<file path="config.mk">
export PLATFORM = sky130hd
export DESIGN_NAME = version_tag_scanner
export DESIGN_NICKNAME = d
export VERILOG_FILES = /design/src/design/vts_pkg.sv /design/src/design/vts_date.sv /design/src/design/vts_scan.sv /design/src/design/version_tag_scanner.sv
export SDC_FILE = /design/constraint.sdc
export NUM_CORES = 1
export LEC_CHECK = 0
export BUFFER_PORTS_ARGS = -buffer_cell sky130_fd_sc_hd__buf_4
export CAP_MARGIN = 20
export CELL_PAD_IN_SITES_DETAIL_PLACEMENT = 0
export CELL_PAD_IN_SITES_GLOBAL_PLACEMENT = 1
export CORE_ASPECT_RATIO = 0.5
export CORE_MARGIN = 1
export CORE_UTILIZATION = 45
export DETAILED_ROUTE_END_ITERATION = 12
export GPL_TIMING_DRIVEN = 0
export PLACE_DENSITY_LB_ADDON = 0.25
export SYNTH_ARGS = -nofsm -noshare
export SYNTH_HDL_FRONTEND = slang
export SYNTH_SLANG_ARGS = --single-unit
</file>
<file path="constraint.sdc">
create_clock -name clk_i -period 22 [get_ports clk_i]
set_input_delay 2.2 -clock clk_i [delete_from_list [all_inputs] [get_ports clk_i]]
set_output_delay 2.2 -clock clk_i [all_outputs]
set_load 0.005 [all_outputs]
</file>
<file path="src/design/vts_pkg.sv">
// ----------------------------------------------------------------------------
// vts_pkg: shared types and constants of the version tag scanner
// Character codes, state encodings, the date state bundle and the result
// record passed between the scanner modules.
// ----------------------------------------------------------------------------
package vts_pkg;

  // longest tag line, counted from the '$'
  localparam int unsigned LINE_LIMIT = 256;
  localparam int unsigned LINE_W     = $clog2(LINE_LIMIT);

  localparam logic [7:0] CH_DOLLAR = 8'h24;
  localparam logic [7:0] CH_V      = 8'h56;
  localparam logic [7:0] CH_E      = 8'h45;
  localparam logic [7:0] CH_R      = 8'h52;
  localparam logic [7:0] CH_COLON  = 8'h3a;
  localparam logic [7:0] CH_LPAREN = 8'h28;
  localparam logic [7:0] CH_SLASH  = 8'h2f;
  localparam logic [7:0] CH_DOT    = 8'h2e;
  localparam logic [7:0] CH_SPACE  = 8'h20;
  localparam logic [7:0] CH_TAB    = 8'h09;
  localparam logic [7:0] CH_LF     = 8'h0a;
  localparam logic [7:0] CH_CR     = 8'h0d;
  localparam logic [7:0] CH_NUL    = 8'h00;
  localparam logic [7:0] CH_ZERO   = 8'h30;
  localparam logic [7:0] CH_NINE   = 8'h39;

  localparam logic [6:0] DAY_MAX   = 7'd31;
  localparam logic [6:0] MONTH_MAX = 7'd12;
  localparam logic [6:0] SAT7_MAX  = 7'd127;

  typedef enum logic [1:0] {
    SCAN_SEARCH,
    SCAN_LINE,
    SCAN_DONE
  } scan_e;

  typedef enum logic [2:0] {
    TOK_GAP,
    TOK_MAJOR,
    TOK_DOT,
    TOK_MINOR,
    TOK_SKIP
  } tok_e;

  typedef enum logic [3:0] {
    DT_NONE,
    DT_WAIT_DAY,
    DT_DAY,
    DT_WAIT_MON,
    DT_MON,
    DT_WAIT_YEAR,
    DT_YEAR,
    DT_DONE,
    DT_FAIL
  } date_e;

  typedef enum logic [1:0] {
    ST_OK,
    ST_NO_TAG,
    ST_NO_VER,
    ST_BAD_DATE
  } status_e;

  // date parser state; the year is held as two decimal digits
  typedef struct packed {
    date_e      phase;
    logic [6:0] day;
    logic [6:0] month;
    logic [3:0] yr_tens;
    logic [3:0] yr_ones;
  } date_t;

  typedef struct packed {
    status_e     status;
    logic [15:0] major;
    logic [15:0] minor;
    logic        has_date;
    logic [19:0] date_ymd;
  } res_t;

  function automatic logic is_digit(input logic [7:0] c);
    return (c >= CH_ZERO) && (c <= CH_NINE);
  endfunction

  function automatic logic is_blank(input logic [7:0] c);
    return (c == CH_SPACE) || (c == CH_TAB);
  endfunction

  // decimal value of a digit character, zero otherwise
  function automatic logic [3:0] digit_val(input logic [7:0] c);
    logic [7:0] v;
    v = c - CH_ZERO;
    return is_digit(c) ? v[3:0] : 4'd0;
  endfunction

endpackage

</file>
<file path="src/design/vts_date.sv">
// ----------------------------------------------------------------------------
// vts_date: date field parser step
// Next state of the (dd.mm.yy) parser for one byte of the tag line.
// ----------------------------------------------------------------------------
module vts_date (
  input  logic [7:0]     data_i,
  input  vts_pkg::date_t date_i,
  output vts_pkg::date_t date_o
);

  logic       digit;
  logic       blank;
  logic       sep;
  logic [3:0] dval;

  // day or month digit with saturation at 127
  function automatic logic [6:0] sat7(input logic [6:0] acc, input logic [3:0] d);
    logic [10:0] v;
    v = 11'(acc) * 11'd10 + 11'(d);
    return (v > 11'(vts_pkg::SAT7_MAX)) ? vts_pkg::SAT7_MAX : v[6:0];
  endfunction

  assign digit = vts_pkg::is_digit(data_i);
  assign blank = vts_pkg::is_blank(data_i);
  assign sep   = (data_i == vts_pkg::CH_DOT) || (data_i == vts_pkg::CH_SLASH);
  assign dval  = vts_pkg::digit_val(data_i);

  // one parser step
  always_comb begin
    date_o = date_i;
    case (date_i.phase)
      vts_pkg::DT_WAIT_DAY: begin
        if (digit) begin
          date_o.day   = 7'(dval);
          date_o.phase = vts_pkg::DT_DAY;
        end else if (!blank) begin
          date_o.phase = vts_pkg::DT_FAIL;
        end
      end
      vts_pkg::DT_DAY: begin
        if (digit) begin
          date_o.day = sat7(date_i.day, dval);
        end else if (sep && (date_i.day != 7'd0) && (date_i.day <= vts_pkg::DAY_MAX)) begin
          date_o.phase = vts_pkg::DT_WAIT_MON;
        end else begin
          date_o.phase = vts_pkg::DT_FAIL;
        end
      end
      vts_pkg::DT_WAIT_MON: begin
        if (digit) begin
          date_o.month = 7'(dval);
          date_o.phase = vts_pkg::DT_MON;
        end else if (!blank) begin
          date_o.phase = vts_pkg::DT_FAIL;
        end
      end
      vts_pkg::DT_MON: begin
        if (digit) begin
          date_o.month = sat7(date_i.month, dval);
        end else if (sep && (date_i.month != 7'd0) &&
                     (date_i.month <= vts_pkg::MONTH_MAX)) begin
          date_o.phase = vts_pkg::DT_WAIT_YEAR;
        end else begin
          date_o.phase = vts_pkg::DT_FAIL;
        end
      end
      vts_pkg::DT_WAIT_YEAR: begin
        if (digit) begin
          date_o.yr_tens = 4'd0;
          date_o.yr_ones = dval;
          date_o.phase   = vts_pkg::DT_YEAR;
        end else if (!blank) begin
          date_o.phase = vts_pkg::DT_FAIL;
        end
      end
      vts_pkg::DT_YEAR: begin
        // year keeps its last two digits
        if (digit) begin
          date_o.yr_tens = date_i.yr_ones;
          date_o.yr_ones = dval;
        end else begin
          date_o.phase = vts_pkg::DT_DONE;
        end
      end
      default: begin
        date_o = date_i;
      end
    endcase
  end

endmodule

</file>
<file path="src/design/vts_scan.sv">
// ----------------------------------------------------------------------------
// vts_scan: tag search and tag line parser
// Holds the scan state, updates it for one byte per step and forms the
// result when the tag line or the file ends.
// ----------------------------------------------------------------------------
module vts_scan (
  input  logic              clk_i,
  input  logic              rst_ni,
  input  logic              step_i,
  input  logic [7:0]        data_i,
  input  logic              last_i,
  output logic              res_valid_o,
  output vts_pkg::res_t     res_o
);

  localparam logic [vts_pkg::LINE_W-1:0] LEN_END = vts_pkg::LINE_W'(vts_pkg::LINE_LIMIT - 1);
  localparam logic [vts_pkg::LINE_W-1:0] LEN_TAG = vts_pkg::LINE_W'(5);
  localparam vts_pkg::date_t DATE_RST = '{phase: vts_pkg::DT_NONE, default: '0};

  vts_pkg::scan_e              scan_q, scan_d;
  logic [2:0]                  tag_q, tag_d;
  logic [vts_pkg::LINE_W-1:0]  len_q, len_d, len_inc;
  vts_pkg::tok_e               tok_q, tok_d, tok_f;
  logic                        ver_q, ver_d, ver_f;
  logic [15:0]                 major_q, major_d, major_f;
  logic [15:0]                 minor_q, minor_d, minor_f;
  vts_pkg::date_t              date_q, date_d, date_f, date_step;
  logic [2:0]                  tag_m;
  logic                        digit;
  logic                        blank;
  logic                        tsep;
  logic                        term;
  logic [3:0]                  dval;

  function automatic logic [7:0] tag_char(input logic [2:0] i);
    logic [7:0] c;
    case (i)
      3'd0:    c = vts_pkg::CH_DOLLAR;
      3'd1:    c = vts_pkg::CH_V;
      3'd2:    c = vts_pkg::CH_E;
      3'd3:    c = vts_pkg::CH_R;
      default: c = vts_pkg::CH_COLON;
    endcase
    return c;
  endfunction

  function automatic logic [15:0] sat16(input logic [15:0] acc, input logic [3:0] d);
    logic [19:0] v;
    v = 20'(acc) * 20'd10 + 20'(d);
    return (v > 20'd65535) ? 16'hffff : v[15:0];
  endfunction

  // result at the end of the tag line
  function automatic vts_pkg::res_t finish(input vts_pkg::tok_e tok, input logic ver,
                                           input logic [15:0] maj, input logic [15:0] mnr,
                                           input vts_pkg::date_t dt);
    vts_pkg::res_t r;
    logic          seen;
    logic [19:0]   yy;
    r    = '{status: vts_pkg::ST_OK, default: '0};
    seen = ver || ((dt.phase == vts_pkg::DT_NONE) && (tok == vts_pkg::TOK_MINOR));
    yy   = 20'(dt.yr_tens) * 20'd10 + 20'(dt.yr_ones);
    if (!seen) begin
      r.status = vts_pkg::ST_NO_VER;
    end else if ((dt.phase != vts_pkg::DT_NONE) && (dt.phase != vts_pkg::DT_YEAR) &&
                 (dt.phase != vts_pkg::DT_DONE)) begin
      r.status = vts_pkg::ST_BAD_DATE;
    end else begin
      r.major = maj;
      r.minor = mnr;
      if (dt.phase != vts_pkg::DT_NONE) begin
        r.has_date = 1'b1;
        r.date_ymd = yy * 20'd10000 + 20'(dt.month) * 20'd100 + 20'(dt.day);
      end
    end
    return r;
  endfunction

  assign digit   = vts_pkg::is_digit(data_i);
  assign blank   = vts_pkg::is_blank(data_i);
  assign tsep    = blank || (data_i == vts_pkg::CH_LPAREN);
  assign term    = (data_i == vts_pkg::CH_NUL) || (data_i == vts_pkg::CH_LF) ||
                   (data_i == vts_pkg::CH_CR);
  assign dval    = vts_pkg::digit_val(data_i);
  assign len_inc = len_q + 1'b1;

  vts_date u_date (
    .data_i (data_i),
    .date_i (date_q),
    .date_o (date_step)
  );

  // token and date feed for one line byte
  always_comb begin
    tok_f   = tok_q;
    ver_f   = ver_q;
    major_f = major_q;
    minor_f = minor_q;
    date_f  = date_q;
    if (date_q.phase != vts_pkg::DT_NONE) begin
      date_f = date_step;
    end else begin
      case (tok_q)
        vts_pkg::TOK_GAP: begin
          if (blank) begin
            tok_f = vts_pkg::TOK_GAP;
          end else if (data_i == vts_pkg::CH_LPAREN) begin
            date_f.phase = vts_pkg::DT_WAIT_DAY;
          end else if (!ver_q && digit) begin
            major_f = 16'(dval);
            minor_f = 16'd0;
            tok_f   = vts_pkg::TOK_MAJOR;
          end else begin
            tok_f = vts_pkg::TOK_SKIP;
          end
        end
        vts_pkg::TOK_MAJOR: begin
          if (digit)                         major_f = sat16(major_q, dval);
          else if (data_i == vts_pkg::CH_DOT) tok_f  = vts_pkg::TOK_DOT;
          else                               tok_f   = tsep ? vts_pkg::TOK_GAP : vts_pkg::TOK_SKIP;
        end
        vts_pkg::TOK_DOT: begin
          if (digit) begin
            minor_f = 16'(dval);
            tok_f   = vts_pkg::TOK_MINOR;
          end else begin
            tok_f = tsep ? vts_pkg::TOK_GAP : vts_pkg::TOK_SKIP;
          end
        end
        vts_pkg::TOK_MINOR: begin
          if (digit) begin
            minor_f = sat16(minor_q, dval);
          end else if (data_i == vts_pkg::CH_DOT) begin
            ver_f = 1'b1;
            tok_f = vts_pkg::TOK_SKIP;
          end else if (tsep) begin
            ver_f = 1'b1;
            tok_f = vts_pkg::TOK_GAP;
          end else begin
            tok_f = vts_pkg::TOK_SKIP;
          end
        end
        default: begin
          if (tsep) tok_f = vts_pkg::TOK_GAP;
        end
      endcase
    end
  end

  // scan control, next state and result
  always_comb begin
    scan_d      = scan_q;
    tag_d       = tag_q;
    len_d       = len_q;
    tok_d       = tok_q;
    ver_d       = ver_q;
    major_d     = major_q;
    minor_d     = minor_q;
    date_d      = date_q;
    res_valid_o = 1'b0;
    res_o       = '{status: vts_pkg::ST_NO_TAG, default: '0};
    tag_m       = 3'd0;
    case (scan_q)
      vts_pkg::SCAN_SEARCH: begin
        if (data_i == tag_char(tag_q))          tag_m = tag_q + 3'd1;
        else if (data_i == vts_pkg::CH_DOLLAR)  tag_m = 3'd1;
        else                                    tag_m = 3'd0;
        if (tag_m == 3'd5) begin
          scan_d  = vts_pkg::SCAN_LINE;
          tag_d   = 3'd0;
          len_d   = LEN_TAG;
          tok_d   = vts_pkg::TOK_GAP;
          ver_d   = 1'b0;
          major_d = 16'd0;
          minor_d = 16'd0;
          date_d  = DATE_RST;
          res_valid_o = last_i;
          res_o = finish(vts_pkg::TOK_GAP, 1'b0, 16'd0, 16'd0, DATE_RST);
        end else begin
          tag_d       = tag_m;
          res_valid_o = last_i;
        end
      end
      vts_pkg::SCAN_LINE: begin
        if (term) begin
          res_valid_o = 1'b1;
          res_o       = finish(tok_q, ver_q, major_q, minor_q, date_q);
          scan_d      = vts_pkg::SCAN_DONE;
        end else begin
          len_d   = len_inc;
          tok_d   = tok_f;
          ver_d   = ver_f;
          major_d = major_f;
          minor_d = minor_f;
          date_d  = date_f;
          res_o   = finish(tok_f, ver_f, major_f, minor_f, date_f);
          if ((len_inc >= LEN_END) || last_i) begin
            res_valid_o = 1'b1;
            scan_d      = vts_pkg::SCAN_DONE;
          end
        end
      end
      default: begin
        scan_d = scan_q;
      end
    endcase
    // the last byte re-arms the scanner
    if (last_i) begin
      scan_d  = vts_pkg::SCAN_SEARCH;
      tag_d   = 3'd0;
      len_d   = '0;
      tok_d   = vts_pkg::TOK_GAP;
      ver_d   = 1'b0;
      major_d = 16'd0;
      minor_d = 16'd0;
      date_d  = DATE_RST;
    end
  end

  // scan state registers
  always_ff @(posedge clk_i or negedge rst_ni) begin
    if (!rst_ni) begin
      scan_q  <= vts_pkg::SCAN_SEARCH;
      tag_q   <= 3'd0;
      len_q   <= '0;
      tok_q   <= vts_pkg::TOK_GAP;
      ver_q   <= 1'b0;
      major_q <= 16'd0;
      minor_q <= 16'd0;
      date_q  <= DATE_RST;
    end else if (step_i) begin
      scan_q  <= scan_d;
      tag_q   <= tag_d;
      len_q   <= len_d;
      tok_q   <= tok_d;
      ver_q   <= ver_d;
      major_q <= major_d;
      minor_q <= minor_d;
      date_q  <= date_d;
    end
  end

endmodule

</file>
<file path="src/design/version_tag_scanner.sv">
// A request accepted at the inputs reaches the outputs through the input register, then the result register.
// Throughput: one byte per cycle; each byte updates the scan state in a single pass.
// A result register decouples the output: only a byte that produces a result waits on a held result.
// Reset clears the scan state to tag search and empties both registers at once.
// ----------------------------------------------------------------------------
// version_tag_scanner: finds the first version tag of a byte stream
// Parses the tag line into major, minor and an optional date, one result
// per tag line or per file without a tag.
// ----------------------------------------------------------------------------
module version_tag_scanner (
  input  logic        clk_i,
  input  logic        rst_ni,
  input  logic        in_valid_i,
  output logic        in_stall_o,
  input  logic [7:0]  data_byte_i,
  input  logic        last_byte_i,
  output logic        out_valid_o,
  input  logic        out_stall_i,
  output logic [1:0]  status_o,
  output logic [15:0] major_o,
  output logic [15:0] minor_o,
  output logic        has_date_o,
  output logic [19:0] date_ymd_o
);

  logic          in_valid_q;
  logic [7:0]    byte_q;
  logic          last_q;
  logic          out_valid_q;
  vts_pkg::res_t res_q;
  vts_pkg::res_t res;
  logic          res_valid;
  logic          advance;
  logic          step;

  // the result register can take a result; a byte without a result always moves on
  assign advance    = !out_valid_q || !out_stall_i;
  assign step       = in_valid_q && (advance || !res_valid);
  assign in_stall_o = in_valid_q && res_valid && !advance;

  // input register
  always_ff @(posedge clk_i or negedge rst_ni) begin
    if (!rst_ni) begin
      in_valid_q <= 1'b0;
    end else if (!in_stall_o) begin
      in_valid_q <= in_valid_i;
    end
  end

  always_ff @(posedge clk_i) begin
    if (in_valid_i && !in_stall_o) begin
      byte_q <= data_byte_i;
      last_q <= last_byte_i;
    end
  end

  vts_scan u_scan (
    .clk_i       (clk_i),
    .rst_ni      (rst_ni),
    .step_i      (step),
    .data_i      (byte_q),
    .last_i      (last_q),
    .res_valid_o (res_valid),
    .res_o       (res)
  );

  // result register
  always_ff @(posedge clk_i or negedge rst_ni) begin
    if (!rst_ni) begin
      out_valid_q <= 1'b0;
    end else if (advance) begin
      out_valid_q <= step && res_valid;
    end
  end

  always_ff @(posedge clk_i) begin
    if (advance && step && res_valid) begin
      res_q <= res;
    end
  end

  assign out_valid_o = out_valid_q;
  assign status_o    = res_q.status;
  assign major_o     = res_q.major;
  assign minor_o     = res_q.minor;
  assign has_date_o  = res_q.has_date;
  assign date_ymd_o  = res_q.date_ymd;

endmodule
</file>
## Word level (Yosys, flattened, before mapping)

Cells that the tools add are included.

- Register bits after elaboration: 141
- Input port bits: 13
- Output and inout port bits: 57
- Logic and storage cells: 245

- Add/sub/neg operators: 13
- Multipliers: 10
- $lt $le $gt $ge: 9
- Equal/unequal tests: 31
- Mux-type cells: 111
- Reduce and logical (&&, ||, !) cells: 50

Operators by type and width:

| operator | number |
|---|---|
| 16-bit 2-to-1 mux | 18 |
| 53-bit 2-to-1 mux | 4 |
| 55-bit 2-to-1 mux | 2 |
| 55-bit one-hot mux with 2 select lines | 1 |
| 16-bit one-hot mux with 2 select lines | 3 |
| 26-bit 2-to-1 mux | 3 |
| 3-bit 2-to-1 mux | 19 |
| 4-bit 2-to-1 mux | 14 |
| 26-bit one-hot mux with 2 select lines | 1 |
| 8-bit 2-to-1 mux | 6 |
| 16-bit one-hot mux with 3 select lines | 1 |
| 21-bit 2-to-1 mux | 2 |
| 7-bit 2-to-1 mux | 6 |
| 20-bit by 14-bit adder with 20-bit output | 2 |
| 20-bit by 4-bit adder with 20-bit output | 2 |
| 20-bit by 7-bit adder with 20-bit output | 2 |
| 8-bit by 6-bit == test with 1-bit output, second input constant | 5 |
| 20-bit by 16-bit greater-than comparator with 1-bit output, second input constant | 2 |
| 20-bit by 10-bit multiplier with 16-bit output, second input constant | 2 |
| 16-bit by 3-bit multiplier with 19-bit output, second input constant | 2 |
| 8-bit one-hot mux with 2 select lines | 2 |
| 7-bit one-hot mux with 2 select lines | 2 |
| 7-bit one-hot mux with 4 select lines | 1 |
| 8-bit by 4-bit == test with 1-bit output, second input constant | 3 |
| other kinds (47) | 119 |

## Logic depth before layout (Yosys ltp)

- Depth after elaboration: 19
- Mapped depth: 38
- Depth with buffers taken out: 37

## Cells and area by module

A second synthesis with hierarchy kept.

- Cells, all modules: 1981
- Area total of the unflattened synthesis: 16936.2 µm²

By module, submodules not included:

| module | instances | cells each | area an instance (µm²) | sequential area each (µm²) |
|---|---|---|---|---|
| vts_scan | 1 | 1635 | 13088.8 | 1876.8 |
| version_tag_scanner | 1 | 76 | 2026.9 | 1971.9 |
| vts_date | 1 | 270 | 1820.5 | 0.0 |

## Worst setup path before layout

Ideal clock, no wire load.

- Path kind: register to register
- Start point: register byte_q[1]
- End point: register res_q, in the netlist date_ymd_o[19] (data pin)
- Setup time: 263 ps
- Arrival: 8261 ps
- Required time: 21737 ps
- Setup slack: 13476 ps
- Cell stages (with the launch flop): 36
- Buffers on the path: 3
- Clock period less this slack: 8524 ps
- Cells stage by stage: edfxtp_1 -> clkbuf_1 -> clkbuf_1 -> and3_1 -> and3_1 -> a2111o_1 -> a31o_2 -> and3_1 -> and2_1 -> clkbuf_1 -> o21ai_0 -> ha_1 -> ha_1 -> inv_1 -> fa_1 -> nand2b_1 -> o21a_1 -> o21ai_0 -> a31oi_1 -> a41o_1 -> or2_2 -> inv_1 -> fa_1 -> fa_1 -> inv_1 -> ha_1 -> fa_1 -> ha_1 -> or2_2 -> a41o_1 -> a21oi_1 -> xnor2_1 -> nor3_1 -> o211a_1 -> o21ai_0 -> a21oi_1

RTL lines:

| item | RTL line | RTL |
|---|---|---|
| start: declaration | version_tag_scanner.sv:27 | `logic [7:0] byte_q;` |
| start signal: assignment | version_tag_scanner.sv:52 | `byte_q <= data_byte_i;` |
| end signal: assignment | version_tag_scanner.sv:78 | `res_q <= res;` |
| end: declaration | version_tag_scanner.sv:30 | `vts_pkg::res_t res_q;` |

==> reports/qor.yml <==
timing:
  timing.max_slew.rel_slack: 0.277
  worstMarginPinSlew_ps: 1080
  rsz0062_at_grt: "false"
  finalHoldViolCount: 0
  timing.final.crit_share: 0.459
  period_minus_slack_ps: 10090
  fin_tns_setup_ps: 0
  finalClockSkew_ps: 14.2
  timing.final.ws_setup_ps: 11910
  final-max-slew-violation-count: 0
  clock.fmax_mhz: 99.1
  timing.final.setup_violations: 0
final_layout:
  final_layout_fill_cell_count: 3429
  net_total_in_the_final_layout: 2330
  layout-drive-gt1-share: 0.0697
  stdcell_count: 2478
  layout-area-overhead-vs-synth_pct: 10.8
  area.sequential_sq_mm: 0.00385
  multi_input_area_sq_mm: 0.0119
  antenna_cells_inserted: 0
  finish.utilization: 0.510
place:
  numPortBuffers: 69
  placement.setup.worst_slack_ps: 12110
  place.detailed.hpwl_um: 35500
  place_congestion: 0.934
  dp.cells: 2445
yosys:
  ys_ff_latch: 141
  netlist_instances: 1889
  synth.cells.most_frequent: "sky130_fd_sc_hd__ha_1 (284), sky130_fd_sc_hd__inv_1 (165), sky130_fd_sc_hd__nand2_1 (144), sky130_fd_sc_hd__nor2_1 (139), sky130_fd_sc_hd__o21ai_0 (115)"
  ys_warn_count: 0
  synthTopCellsByArea: "sky130_fd_sc_hd__ha_1 (21%), sky130_fd_sc_hd__dfrtp_1 (12%), sky130_fd_sc_hd__edfxtp_1 (12%)"
  netlist.area_leader.share: 0.213
  synth_top_flop_cell: "sky130_fd_sc_hd__dfrtp_1"
  edff_count_synth: 64
  yosys.cell_types.count: 82
  synth.net_count: 2238
  synth-async-reset-ratio: 0.546
  yosys.cell_count.top_type: "sky130_fd_sc_hd__ha_1"
  synth_top_area_cell: "sky130_fd_sc_hd__ha_1"
  synth.cell_area_sq_mm: 0.0167
  syn_avg_cell_area_sq_um: 8.83
  synth_sequential_area_ratio: 0.231
grt:
  global_route.usage.total: 0.248
  first_global_vias: 13600
  grt_overflow_total: 0
  grt_antenna_before_repair: 0
  grt_first_pass_wirelength_um: 74300
  grt_start_max_net_pins: 78
clock_tree:
  worstSkewPairLatency_ps: 460
  numClockSinks: 141
  cts.clk_slew.worst_paths_ps: 80
  cts-hold-fix-buffers: 0
  htree_levels: 4
  cts_tree: "done"
  maximum_buffer_depth_of_the_clock_tree: 2
  ctsRootBufferMaster: "sky130_fd_sc_hd__clkbuf_16"
  post-cts-setup-buffers: 0
  cts_made_buffers: 17
  post_cts_resize_count: 0
worst_setup_path:
  worst_setup_path_type: "flip-flop to flip-flop"
  worstPathRequired_ps: 22180
  critical_path_peak_fanout: 10
  cp_slowest_cell: "sky130_fd_sc_hd__nor3_1"
  crit_arrival_ps: 10270
  timing.critical_path.mode_cell: "sky130_fd_sc_hd__o21ai_0"
  critical-path-max-stage-delay_ps: 690
  setup.worst_path.end_class: "flip-flop"
  timing.critical_path.from_type: "flip-flop"
outcome:
  outcome: "finished with violations"
  failed_checks: "design-rule violations"
pwr:
  power_leakage_nw: 9.20
  power_density_mw_per_mm2: 37.3
  vdd_ir_drop_max_mv: 0.0490
drt:
  number_of_detailed_routing_iterations_run_before_antenna_repair: 10
  drc_violations_left: 8
  detail_route.iter0.violations: 1045
  drt-wirelength-per-cell_um: 18.5
  final_antenna_net_count: 0
  post_drt_via_cell_ratio: 5.70
  detail_route.wirelength_um: 45700
  route.vias.total: 14100
job:
  max_cap_viols: 0
die:
  core_ar_sq_mm: 0.0362
  rows: 49
  die_area_sq_mm: 0.0379
  ioPinCount: 70
  initial_core_util: 0.460
  die-height_um: 138
  die_w_um: 274
min_path:
  hp-class: "flip-flop to flip-flop"
[placed cells by master (no fill, tap or decap), types with 17 or more instances in the layout]
cell,count
sky130_fd_sc_hd__buf_4,69
sky130_fd_sc_hd__edfxtp_1,64
sky130_fd_sc_hd__fa_1,52
sky130_fd_sc_hd__a22o_1,42
sky130_fd_sc_hd__a31oi_1,22
sky130_fd_sc_hd__nor3_1,37
sky130_fd_sc_hd__clkbuf_16,17
sky130_fd_sc_hd__xnor2_1,96
sky130_fd_sc_hd__o31ai_1,27
sky130_fd_sc_hd__ha_1,284
sky130_fd_sc_hd__and3_1,20
sky130_fd_sc_hd__nor2_1,139
sky130_fd_sc_hd__inv_1,165
sky130_fd_sc_hd__clkbuf_1,54
sky130_fd_sc_hd__a21o_1,33
sky130_fd_sc_hd__dfrtp_1,77
sky130_fd_sc_hd__nand3_1,32
sky130_fd_sc_hd__o21ai_0,115
sky130_fd_sc_hd__xor2_1,37
sky130_fd_sc_hd__a22oi_1,20
sky130_fd_sc_hd__o21a_1,34
sky130_fd_sc_hd__nor2b_1,19
sky130_fd_sc_hd__nand2_1,144
sky130_fd_sc_hd__a21oi_1,103
[sequential cells by signal, summed over array words and instances, names as in the netlist]
register and count:
u_scan.date_q 26, byte_q 8, out_valid_o 1, major_o 16, in_valid_q 1, u_scan.tag_q 3, u_scan.len_q 8, has_date_o 1
u_scan.scan_q 2, minor_o 16, u_scan.minor_q 16, date_ymd_o 20, status_o 2, u_scan.major_q 16, u_scan.tok_q 3, last_q 1
u_scan.ver_q 1
[power by group]
part / internal (W) / total (W) / switching, W
Clock: 0.000164 / 0.000309 / 0.000145
Combinational: 0.0000282 / 0.0000877 / 0.0000595
Sequential: 0.000286 / 0.000293 / 0.00000711
Total: 0.000478 / 0.000689 / 0.000212
[final cells by class]
class,count,area share
multi-input cells,1515,0.646
flip-flops and latches,141,0.208
clock buffers,18,0.0238
inverters,165,0.0335
plain buffers,68,0.0149
clock inverters,14,0.00826
repair buffers,73,0.0324
well taps,484,0.0328
[per-layer routing]
layer | up-vias | part of all wire | track usage
met5 | - | 0 | 0
met4 | 0 | 0.012 | 0.0558
met3 | 35 | 0.049 | 0.0360
met2 | 320 | 0.44 | 0.387
met1 | 6740 | 0.49 | 0.362
li1 | 7041 | - | -
[through the flow]
stage / area [sq um] / hold slack (ps) / total power, W
4_1_cts: 18500 / 559 / 0.000692
3_3_place_gp: 17800 / 535 / 0.000383
2_1_floorplan: 16700 / 491 / 0.000346
3_5_place_dp: 17900 / 549 / 0.000384
5_1_grt: 18500 / 604 / 0.000713
6_report: 18500 / 560 / 0.000689
[worst max-delay path, delay by kind of cell (launching register included)]
kind	cells	cell delay (ps)
compound gates	13	2650
xor+xnor	1	180
fa+ha+maj	8	3140
buf+inv	5	1120
flops	1	450
simple gates	7	2240
[path summary, 6_finish.rpt]
| check | start | slack, ps | end | depth (start not counted) |
|---|---|---|---|---|
| setup / recovery | byte_q[2] | 11910 | date_ymd_o[19] | 34 |
| hold / removal | u_scan.len_q[5] | 560 | u_scan.len_q[5] | 1 |
| setup reg to reg | byte_q[2] | 11910 | date_ymd_o[19] | 34 |
| hold reg to reg | u_scan.len_q[5] | 560 | u_scan.len_q[5] | 1 |
| max in group asynchronous | rst_ni | 19740 | u_scan.major_q[1] | 2 |
| min in group asynchronous | rst_ni | 1620 | u_scan.major_q[13] | 1 |
[kinds of logic after synthesis]
| kind of cell | after synthesis | share of synthesized area |
|---|---|---|
| compound gates | 528 | 0.213 |
| simple gates | 499 | 0.145 |
| fa+ha+maj | 339 | 0.277 |
| buf+inv | 233 | 0.0536 |
| flops | 141 | 0.231 |
| xor+xnor | 133 | 0.0699 |
| mux | 16 | 0.0101 |
No activity file was read; power rests on OpenSTA's default activity.
